$ cat config.mk
export PLATFORM = sky130hd
export DESIGN_NAME = periodic_task_timer_bank_flat
export DESIGN_NICKNAME = d
export VERILOG_FILES = /design/src/rtl/ptt_pkg.sv /design/src/rtl/ptt_if.sv /design/src/rtl/ptt_ctrl.sv /design/src/rtl/ptt_datapath.sv /design/src/rtl/periodic_task_timer_bank.sv /design/src/flat_wrapper.sv
export SDC_FILE = /design/constraint.sdc
export NUM_CORES = 2
export LEC_CHECK = 0
export BUFFER_PORTS_ARGS = -buffer_cell sky130_fd_sc_hd__buf_2
export CORE_MARGIN = 3
export CORE_UTILIZATION = 55
export DETAILED_ROUTE_END_ITERATION = 16
export PLACE_DENSITY = 0.7
export SYNTH_ARGS = -nofsm -noshare
export SYNTH_HDL_FRONTEND = slang
export SYNTH_SLANG_ARGS = --single-unit
$ cat constraint.sdc
create_clock -name clock -period 7.14 [get_ports clock]
set_input_delay 0.357 -clock clock [delete_from_list [all_inputs] [get_ports clock]]
set_output_delay 0.357 -clock clock [all_outputs]
set_load 0.01 [all_outputs]
$ cat src/rtl/ptt_pkg.sv
// ----------------------------------------------------------------------------
// ptt_pkg
// Shared types, request codes and controller/datapath signal groups for the
// periodic task timer bank.
// ----------------------------------------------------------------------------
package ptt_pkg;

   // default bank sizes
   localparam int NUM_TASKS_DEF = 16;
   localparam int LOW_TASKS_DEF = 1;

   // payload types
   typedef logic [1:0]         func_type;
   typedef logic [3:0]         index_type;
   typedef logic [15:0]        interval_type;
   typedef logic [15:0]        mask_type;
   typedef logic signed [16:0] count_type;

   // request function codes
   localparam func_type FUNC_TICK    = 2'd0;
   localparam func_type FUNC_SET     = 2'd1;
   localparam func_type FUNC_SERVICE = 2'd2;

   // controller states
   typedef enum logic [1:0] {
      ST_IDLE,
      ST_EXEC,
      ST_SWEEP,
      ST_FINISH
   } state_type;

   // commands from controller to datapath
   typedef struct packed {
      logic accept;
      logic exec;
      logic sweep;
      logic load_rsp;
   } ctrl_cmd_type;

   // status from datapath to controller
   typedef struct packed {
      logic sweep_last;
      logic rsp_free;
   } dp_status_type;

endpackage

$ cat src/rtl/ptt_if.sv
// ----------------------------------------------------------------------------
// ptt request and response channels
// Valid/ready channel interfaces with source and sink modports.
// ----------------------------------------------------------------------------
interface ptt_req_if;
   logic                   valid;
   logic                   ready;
   ptt_pkg::func_type      func;
   logic                   bank;
   ptt_pkg::index_type     task_index;
   logic                   enable_bit;
   ptt_pkg::interval_type  interval;
   logic                   run_pending;

   modport source (output valid, func, bank, task_index, enable_bit, interval,
                   run_pending, input ready);
   modport sink   (input valid, func, bank, task_index, enable_bit, interval,
                   run_pending, output ready);
endinterface

interface ptt_rsp_if;
   logic               valid;
   logic               ready;
   ptt_pkg::mask_type  pending_mask;
   ptt_pkg::mask_type  fired_mask;

   modport source (output valid, pending_mask, fired_mask, input ready);
   modport sink   (input valid, pending_mask, fired_mask, output ready);
endinterface

$ cat src/rtl/ptt_ctrl.sv
// ----------------------------------------------------------------------------
// ptt_ctrl
// Controller: accepts one request, runs the set/service step or the tick
// sweep, then hands the result to the output register.
// ----------------------------------------------------------------------------
module ptt_ctrl (
   input  logic                    clock,
   input  logic                    reset,
   input  logic                    req_valid,
   input  ptt_pkg::func_type       req_func,
   output logic                    req_ready,
   input  ptt_pkg::dp_status_type  status,
   output ptt_pkg::ctrl_cmd_type   cmd
);

   ptt_pkg::state_type state_ff, state_in;

   // state register
   always_ff @(posedge clock) begin
      if (reset) begin
         state_ff <= ptt_pkg::ST_IDLE;
      end else begin
         state_ff <= state_in;
      end
   end

   // next state
   always_comb begin
      state_in = state_ff;
      unique case (state_ff)
         ptt_pkg::ST_IDLE: begin
            if (req_valid) begin
               state_in = (req_func == ptt_pkg::FUNC_TICK) ? ptt_pkg::ST_SWEEP
                                                           : ptt_pkg::ST_EXEC;
            end
         end
         ptt_pkg::ST_EXEC: begin
            state_in = ptt_pkg::ST_FINISH;
         end
         ptt_pkg::ST_SWEEP: begin
            if (status.sweep_last) state_in = ptt_pkg::ST_FINISH;
         end
         ptt_pkg::ST_FINISH: begin
            if (status.rsp_free) state_in = ptt_pkg::ST_IDLE;
         end
         default: state_in = ptt_pkg::ST_IDLE;
      endcase
   end

   // outputs
   always_comb begin
      req_ready    = 1'b0;
      cmd          = '0;
      unique case (state_ff)
         ptt_pkg::ST_IDLE: begin
            req_ready  = 1'b1;
            cmd.accept = req_valid;
         end
         ptt_pkg::ST_EXEC:   cmd.exec = 1'b1;
         ptt_pkg::ST_SWEEP:  cmd.sweep = 1'b1;
         ptt_pkg::ST_FINISH: cmd.load_rsp = status.rsp_free;
         default: ;
      endcase
   end

endmodule

$ cat src/rtl/ptt_datapath.sv
// ----------------------------------------------------------------------------
// ptt_datapath
// Channel storage, shared countdown decrementer, request latch and output
// register of the periodic task timer bank.
// ----------------------------------------------------------------------------
module ptt_datapath #(
   parameter int NUM_TASKS = ptt_pkg::NUM_TASKS_DEF,
   parameter int LOW_TASKS = ptt_pkg::LOW_TASKS_DEF
) (
   input  logic                    clock,
   input  logic                    reset,
   input  ptt_pkg::ctrl_cmd_type   cmd,
   output ptt_pkg::dp_status_type  status,
   input  ptt_pkg::func_type       req_func,
   input  logic                    req_bank,
   input  ptt_pkg::index_type      req_task_index,
   input  logic                    req_enable_bit,
   input  ptt_pkg::interval_type   req_interval,
   input  logic                    req_run_pending,
   input  logic                    rsp_ready,
   output logic                    rsp_valid,
   output ptt_pkg::mask_type       rsp_pending_mask,
   output ptt_pkg::mask_type       rsp_fired_mask
);

   localparam int TOT = NUM_TASKS + LOW_TASKS;
   localparam int CW  = $clog2(TOT);

   localparam logic [TOT-1:0] HI_SEL  = TOT'((64'd1 << NUM_TASKS) - 64'd1);
   localparam logic [15:0]    HI_MASK = 16'((32'd1 << NUM_TASKS) - 32'd1);
   localparam logic [15:0]    LO_MASK = 16'((32'd1 << LOW_TASKS) - 32'd1);
   localparam logic [4:0]     HI_SIZE = 5'(NUM_TASKS);
   localparam logic [4:0]     LO_SIZE = 5'(LOW_TASKS);
   localparam logic [CW:0]    LO_BASE = (CW+1)'(NUM_TASKS);

   // pick one bank out of a per-channel vector, channel 0 of the bank at bit 0
   function automatic ptt_pkg::mask_type bank_view(input logic [TOT-1:0] vec,
                                                   input logic bank);
      logic [TOT+15:0] pad;
      pad = {16'd0, vec};
      if (bank) bank_view = pad[NUM_TASKS +: 16] & LO_MASK;
      else      bank_view = pad[15:0] & HI_MASK;
   endfunction

   // channel state
   ptt_pkg::interval_type  reload_ff [TOT];
   ptt_pkg::count_type     cd_ff [TOT];
   logic [TOT-1:0]         en_ff, en_in;
   logic [TOT-1:0]         pend_ff, pend_in;

   // latched request
   ptt_pkg::func_type      func_ff;
   logic                   bank_ff;
   ptt_pkg::index_type     idx_ff;
   logic                   enb_ff;
   ptt_pkg::interval_type  itv_ff;
   logic                   run_ff;

   // sweep and result
   logic [3:0]             pos_ff, pos_in;
   ptt_pkg::mask_type      fired_ff, fired_in;
   logic                   out_valid_ff, out_valid_in;
   ptt_pkg::mask_type      out_pend_ff, out_fired_ff;

   // channel write port
   logic                   wr_ena;
   ptt_pkg::count_type     cd_wr_in;
   ptt_pkg::interval_type  reload_wr_in;

   logic [4:0]             size_sel;
   logic [CW:0]            base_sel;
   logic [3:0]             offset;
   logic [CW:0]            chan_wide;
   logic [CW-1:0]          chan;
   logic                   in_range;
   ptt_pkg::count_type     cd_dec;
   logic                   expire;
   logic [TOT-1:0]         sel_vec;
   logic [TOT-1:0]         fire_vec;

   // channel addressing: request index for set and service, sweep position for a tick
   assign size_sel  = bank_ff ? LO_SIZE : HI_SIZE;
   assign base_sel  = bank_ff ? LO_BASE : '0;
   assign offset    = (func_ff == ptt_pkg::FUNC_TICK) ? pos_ff : idx_ff;
   assign chan_wide = base_sel + (CW+1)'(offset);
   assign chan      = chan_wide[CW-1:0];
   assign in_range  = ({1'b0, idx_ff} < size_sel);
   assign sel_vec   = bank_ff ? ~HI_SEL : HI_SEL;
   assign fire_vec  = en_ff & pend_ff & sel_vec;

   // shared decrementer
   assign cd_dec = cd_ff[chan] - 17'sd1;
   assign expire = (cd_dec <= 17'sd0);

   // next values
   always_comb begin
      en_in        = en_ff;
      pend_in      = pend_ff;
      fired_in     = fired_ff;
      pos_in       = pos_ff;
      wr_ena       = 1'b0;
      cd_wr_in     = cd_dec;
      reload_wr_in = reload_ff[chan];
      if (cmd.accept) begin
         fired_in = '0;
         pos_in   = '0;
      end
      if (cmd.exec) begin
         case (func_ff)
            ptt_pkg::FUNC_SET: begin
               if (in_range) begin
                  wr_ena        = 1'b1;
                  en_in[chan]   = enb_ff;
                  pend_in[chan] = run_ff;
                  cd_wr_in      = {1'b0, itv_ff};
                  reload_wr_in  = itv_ff;
               end
            end
            ptt_pkg::FUNC_SERVICE: begin
               pend_in  = pend_ff & ~fire_vec;
               fired_in = bank_view(fire_vec, bank_ff);
            end
            default: ;
         endcase
      end
      if (cmd.sweep) begin
         pos_in = pos_ff + 4'd1;
         if (en_ff[chan]) begin
            wr_ena = 1'b1;
            if (expire) begin
               cd_wr_in      = {1'b0, reload_ff[chan]};
               pend_in[chan] = 1'b1;
            end
         end
      end
   end

   // output register next value
   always_comb begin
      out_valid_in = out_valid_ff;
      if (cmd.load_rsp)  out_valid_in = 1'b1;
      else if (rsp_ready) out_valid_in = 1'b0;
   end

   // control and channel registers
   always_ff @(posedge clock) begin
      if (reset) begin
         en_ff        <= '0;
         pend_ff      <= '0;
         pos_ff       <= '0;
         out_valid_ff <= 1'b0;
         for (int i = 0; i < TOT; i++) begin
            reload_ff[i] <= '0;
            cd_ff[i]     <= '0;
         end
      end else begin
         en_ff        <= en_in;
         pend_ff      <= pend_in;
         pos_ff       <= pos_in;
         out_valid_ff <= out_valid_in;
         if (wr_ena) begin
            reload_ff[chan] <= reload_wr_in;
            cd_ff[chan]     <= cd_wr_in;
         end
      end
   end

   // request latch and result payload
   always_ff @(posedge clock) begin
      fired_ff <= fired_in;
      if (cmd.accept) begin
         func_ff <= req_func;
         bank_ff <= req_bank;
         idx_ff  <= req_task_index;
         enb_ff  <= req_enable_bit;
         itv_ff  <= req_interval;
         run_ff  <= req_run_pending;
      end
      if (cmd.load_rsp) begin
         out_pend_ff  <= bank_view(pend_ff, bank_ff);
         out_fired_ff <= fired_ff;
      end
   end

   // status to controller
   assign status.sweep_last = ({1'b0, pos_ff} == (size_sel - 5'd1));
   assign status.rsp_free   = !out_valid_ff || rsp_ready;

   assign rsp_valid        = out_valid_ff;
   assign rsp_pending_mask = out_pend_ff;
   assign rsp_fired_mask   = out_fired_ff;

endmodule

$ cat src/rtl/periodic_task_timer_bank.sv
// ----------------------------------------------------------------------------
// periodic_task_timer_bank
// Two banks of periodic task timers driven by tick, set and service requests.
// ----------------------------------------------------------------------------
// Usage:
//   req_chan carries one request: a tick for a bank, a set of one channel,
//   or a service of a bank's pending channels. rsp_chan returns one result
//   per request: the bank's pending mask after the step and the fired mask.
//   Requests are taken one at a time. A tick walks the bank's channels
//   through one shared decrementer, one channel per cycle; set and
//   service run the exec step on the latched request. The result enters
//   the output register once the sweep or step is done and the register
//   is free, and is shown the cycle after.
//   The output register decouples the sides: a waiting result does not stop
//   the next request from being taken and worked on; only its hand-off
//   waits until the receiver takes the earlier result.
//   Reset (synchronous) disables every channel, clears pending bits,
//   intervals and countdowns, and empties the output register.
// ----------------------------------------------------------------------------
module periodic_task_timer_bank #(
   parameter int NUM_TASKS = ptt_pkg::NUM_TASKS_DEF,
   parameter int LOW_TASKS = ptt_pkg::LOW_TASKS_DEF
) (
   input  logic   clock,
   input  logic   reset,
   ptt_req_if.sink   req_chan,
   ptt_rsp_if.source rsp_chan
);

   ptt_pkg::ctrl_cmd_type   cmd;
   ptt_pkg::dp_status_type  status;
   logic                    req_ready;

   // controller
   ptt_ctrl u_ctrl (
      .clock     (clock),
      .reset     (reset),
      .req_valid (req_chan.valid),
      .req_func  (req_chan.func),
      .req_ready (req_ready),
      .status    (status),
      .cmd       (cmd)
   );

   // datapath
   ptt_datapath #(
      .NUM_TASKS (NUM_TASKS),
      .LOW_TASKS (LOW_TASKS)
   ) u_datapath (
      .clock            (clock),
      .reset            (reset),
      .cmd              (cmd),
      .status           (status),
      .req_func         (req_chan.func),
      .req_bank         (req_chan.bank),
      .req_task_index   (req_chan.task_index),
      .req_enable_bit   (req_chan.enable_bit),
      .req_interval     (req_chan.interval),
      .req_run_pending  (req_chan.run_pending),
      .rsp_ready        (rsp_chan.ready),
      .rsp_valid        (rsp_chan.valid),
      .rsp_pending_mask (rsp_chan.pending_mask),
      .rsp_fired_mask   (rsp_chan.fired_mask)
   );

   assign req_chan.ready = req_ready;

endmodule

$ cat src/flat_wrapper.sv
// flat-port wrapper written by rule: the top's interface ports become plain ports
module periodic_task_timer_bank_flat 
#(
   parameter int NUM_TASKS = ptt_pkg::NUM_TASKS_DEF,
   parameter int LOW_TASKS = ptt_pkg::LOW_TASKS_DEF
)
  (clock, reset, req_chan_valid, req_chan_func, req_chan_bank, req_chan_task_index, req_chan_enable_bit, req_chan_interval, req_chan_run_pending, req_chan_ready, rsp_chan_valid, rsp_chan_pending_mask, rsp_chan_fired_mask, rsp_chan_ready);
  ptt_req_if req_chan_i ();
  ptt_rsp_if rsp_chan_i ();
  input  logic clock;
  input  logic reset;
  input wire logic [$bits(req_chan_i.valid)-1:0] req_chan_valid;
  input wire logic [$bits(req_chan_i.func)-1:0] req_chan_func;
  input wire logic [$bits(req_chan_i.bank)-1:0] req_chan_bank;
  input wire logic [$bits(req_chan_i.task_index)-1:0] req_chan_task_index;
  input wire logic [$bits(req_chan_i.enable_bit)-1:0] req_chan_enable_bit;
  input wire logic [$bits(req_chan_i.interval)-1:0] req_chan_interval;
  input wire logic [$bits(req_chan_i.run_pending)-1:0] req_chan_run_pending;
  output wire logic [$bits(req_chan_i.ready)-1:0] req_chan_ready;
  output wire logic [$bits(rsp_chan_i.valid)-1:0] rsp_chan_valid;
  output wire logic [$bits(rsp_chan_i.pending_mask)-1:0] rsp_chan_pending_mask;
  output wire logic [$bits(rsp_chan_i.fired_mask)-1:0] rsp_chan_fired_mask;
  input wire logic [$bits(rsp_chan_i.ready)-1:0] rsp_chan_ready;
  assign req_chan_i.valid = req_chan_valid;
  assign req_chan_i.func = req_chan_func;
  assign req_chan_i.bank = req_chan_bank;
  assign req_chan_i.task_index = req_chan_task_index;
  assign req_chan_i.enable_bit = req_chan_enable_bit;
  assign req_chan_i.interval = req_chan_interval;
  assign req_chan_i.run_pending = req_chan_run_pending;
  assign req_chan_ready = req_chan_i.ready;
  assign rsp_chan_valid = rsp_chan_i.valid;
  assign rsp_chan_pending_mask = rsp_chan_i.pending_mask;
  assign rsp_chan_fired_mask = rsp_chan_i.fired_mask;
  assign rsp_chan_i.ready = rsp_chan_ready;
  periodic_task_timer_bank #(.NUM_TASKS(NUM_TASKS), .LOW_TASKS(LOW_TASKS)) u_core (.clock(clock), .reset(reset), .req_chan(req_chan_i), .rsp_chan(rsp_chan_i));
endmodule
==> out/qor.txt <==
dominant combinational cell family by area after synthesis - simple AND/OR/NAND/NOR gates
Lkg Pwr - 0.0191 uW
Seq. cell area - 0.0346 sq mm
initial core utilization - 0.556
clock tree from TritonCTS - done
vias in the first global route - 32400
standard cell area after detailed placement - 0.0527 sq mm
most area-hungry cell type in the Yosys netlist - sky130_fd_sc_hd__edfxtp_1
leftover overflow at the end of global routing - 0
hold crit path type - in -> reg
detailed-route via count - 33200
number of distinct library cell variants in the gate-level netlist after synthesis - 94
Total Power - 18900 uW
total die area - 0.0949 sq mm
number of buffers added by the clock tree synthesis step - 115
buffer cell driving the clock tree root - sky130_fd_sc_hd__clkbuf_16
maximum achievable frequency - 150 MHz
most common library cell in the layout ignoring fill and taps - sky130_fd_sc_hd__edfxtp_1
via density per instance - 7.04
flip-flop and latch count after synthesis - 1170
post-layout min period - 6680 ps
Final Hold Slack - 267 ps
initial antenna violation count - 2
cells along the critical path - inv_1, ha_1, buf_4, or4b_1, and2_1, o221ai_1, a211oi_1, and2_1, ha_1, and4_1, nor4b_2, a31oi_1, a311oi_2, o2111a_2, buf_4, nor3_4, nor2_1
final layout net count - 3486
element type at the critical path end - register
clock-pin slew of the registers on the worst-case setup and hold paths - 60 ps
critical path fanouts, max - 28
post-cts hold buffer count - 26
Critical R2R Launch - u_core.u_datapath.func_ff[0]$_DFFE_PP_
number of nets with antenna violations after detailed routing - 0
Worst Setup Start Kind - register
Final Cycle Share - 0.936
total number of yosys warnings - 0
arrival time reported for the critical path endpoint - 7040 ps
1st-pass router iterations - 8
P&R area growth vs syn - 12.7%
slowest CP cell - sky130_fd_sc_hd__and2_1
Setup TNS Final - 0 ps
proportion of synthesized flip-flops having asynchronous set or reset - 0
total number of placement rows - 110
Hold Crit Start - req_chan_valid
sequential element share of the synthesized area - 0.689
violation count after the first detailed-route iteration - 5347
Final setup violation count - 0
height of the die - 308 microns
WP data required - 7500 ps
cells after synthesis - 3294
critical path's largest stage delay - 900 ps
pwr dens - 335 mW/mm^2
post-synthesis compound-gate area fraction - 0.0814
Ports - 63
cell depth of the worst hold path - 4
mean area per synthesized cell - 15.2 sq um
simple-gate portion of the synthesized area - 0.0980
count of input and output buffers - 62
worst setup skew after layout - 34.1 ps
first-pass GRT wire length - 236000 microns
final weighted congestion in routability-driven placement - 0.987
PostCTS Resize Cnt - 0
synthesized area - 0.0502 sq mm
final hold violation count - 0
clock sinks - 1170
worst reg2reg path depth - 17
cells taking the most area after synthesis - sky130_fd_sc_hd__edfxtp_1, sky130_fd_sc_hd__mux4_2, sky130_fd_sc_hd__nor2_1
Peak supply drop - 0.000224 V
number of enable flip-flop cells after synthesis - 1113
pin count of the biggest net entering global routing - 86
Least-Margin Pin Slew - 1290 ps
Clock Path Buffers - 3
category of the most critical setup path - reg -> reg
proportion of netlist area held by the largest area contributor - 0.666
width of the chip - 308 microns
buffers inserted during post-CTS setup optimization - 0
final routed wire length divided by cell count - 35.5 microns
most used cells in the layout excluding fill and tap cells - sky130_fd_sc_hd__edfxtp_1, sky130_fd_sc_hd__nor2_1, sky130_fd_sc_hd__buf_4, sky130_fd_sc_hd__mux4_2, sky130_fd_sc_hd__nor3_1
fraction of synthesized cell area in xor and xnor cells - 0.00262
Rel. slew slack - 0.135
area of the core - 0.0903 sq mm
number of H-tree branching levels - 3
leading register cell type out of synthesis - sky130_fd_sc_hd__edfxtp_1
share of cells above drive strength 1 - 0.224
overall routed net length - 167000 microns
final instance area - 0.0566 sq mm
pins over their slew limit - 0
global-route usage over all layers - 0.353
detailed placement HPWL - 100000 microns
Synth Area in Adders - 0.00249
mux cell area share after synthesis - 0.0963
max-cap viol count - 0
RSZ-0062 raised after global routing - false
outcome - finished clean
count of fill cells added during filler insertion - 6537
DRC errors left - 0
Multi-input gate area - 0.0144 sq mm
Setup crit start - u_core.u_datapath.func_ff[0]$_DFFE_PP_
insertion delay to the later sink of the worst-skew pair - 730 ps
-- routing by layer --
| metal | share of wire | wire length (microns) | vias up | GRT usage |
|---|---|---|---|---|
| li1 | - | - | 13200 | - |
| met1 | 0.36 | 60200 | 16600 | 0.486 |
| met2 | 0.43 | 72300 | 2800 | 0.512 |
| met3 | 0.15 | 25000 | 604 | 0.115 |
| met4 | 0.058 | 9690 | 0 | 0.171 |
| met5 | 0 | 0 | - | 0 |
-- cell families (layout without fill, tap and decap cells) --
logic type,count (synthesis),after routing
compound gates,584,584
buf+inv,307,534
fa+ha+maj,10,10
mux,272,272
simple gates,935,935
other cells,1,19
flops,1170,1170
xor+xnor,15,15
-- stage by stage --
stage          utilization  setup slack (ps)  std cells
6_report             0.627               458       4715
5_1_grt              0.627               180       4713
4_1_cts              0.627               635       4713
3_5_place_dp         0.584               726       4480
3_3_place_gp         0.584               860       4480
2_1_floorplan            -              1400       3310
-- final cells by class --
type,count,area share
diodes,2,0.0000885
well taps,1176,0.0260
repair buffers,296,0.0421
inverters,31,0.00206
clock inverters,60,0.00989
clock buffers,147,0.0535
flip-flops and latches,1170,0.611
multi-input cells,1833,0.255
-- sequential cells by signal, indices dropped and copies added, names as in the netlist, 2 cells and up --
register                            cells
u_core.u_datapath.itv_ff               16
u_core.u_datapath.rsp_fired_mask       16
u_core.u_ctrl.state_ff                  2
u_core.u_datapath.reload_ff           512
u_core.u_datapath.func_ff               2
u_core.u_datapath.pend_ff              17
u_core.u_datapath.cd_ff               544
u_core.u_datapath.idx_ff                4
u_core.u_datapath.rsp_pending_mask     16
u_core.u_datapath.fired_ff             16
u_core.u_datapath.en_ff                17
u_core.u_datapath.pos_ff                4
-- final timing paths --
check	to	slack [ps]
worst max-delay path	u_core.u_datapath.cd_ff[29][6]$_DFFE_PP_	460
worst min-delay path	u_core.u_ctrl.state_ff[1]$_SDFFE_PP0P_	270
worst max register to register	u_core.u_datapath.cd_ff[29][6]$_DFFE_PP_	460
worst min register to register	u_core.u_datapath.rsp_fired_mask[4]$_DFFE_PP_	430
-- worst max-delay path: cells and delay by family, from the launching register on --
family | cells | cell delay (ps)
AOI/OAI and AO/OA | 5 | 1560
adders and majority gates | 2 | 440
buffers and inverters | 3 | 740
DFF | 1 | 400
and+or+nand+nor | 7 | 3180
-- synth_stat cells, types with 41 or more instances --
cell type,number
sky130_fd_sc_hd__edfxtp_1,1113
sky130_fd_sc_hd__nor2_1,349
sky130_fd_sc_hd__clkbuf_1,166
sky130_fd_sc_hd__mux4_2,166
sky130_fd_sc_hd__nor3_1,159
sky130_fd_sc_hd__nand2_1,142
sky130_fd_sc_hd__o21ai_0,125
sky130_fd_sc_hd__a21oi_1,113
sky130_fd_sc_hd__mux2i_1,96
sky130_fd_sc_hd__a22oi_1,85
sky130_fd_sc_hd__nor3_2,85
sky130_fd_sc_hd__buf_2,57
sky130_fd_sc_hd__dfxtp_1,57
sky130_fd_sc_hd__nand3_1,41
-- power by group --
group / internal, uW / leakage (uW) / total [uW] / switching [uW]
Clock: 3270 / 0.00175 / 5850 / 2580
Combinational: 1310 / 0.00610 / 4730 / 3420
Sequential: 8260 / 0.0113 / 8360 / 105
Note: power is estimated with default switching activity, not from simulation.
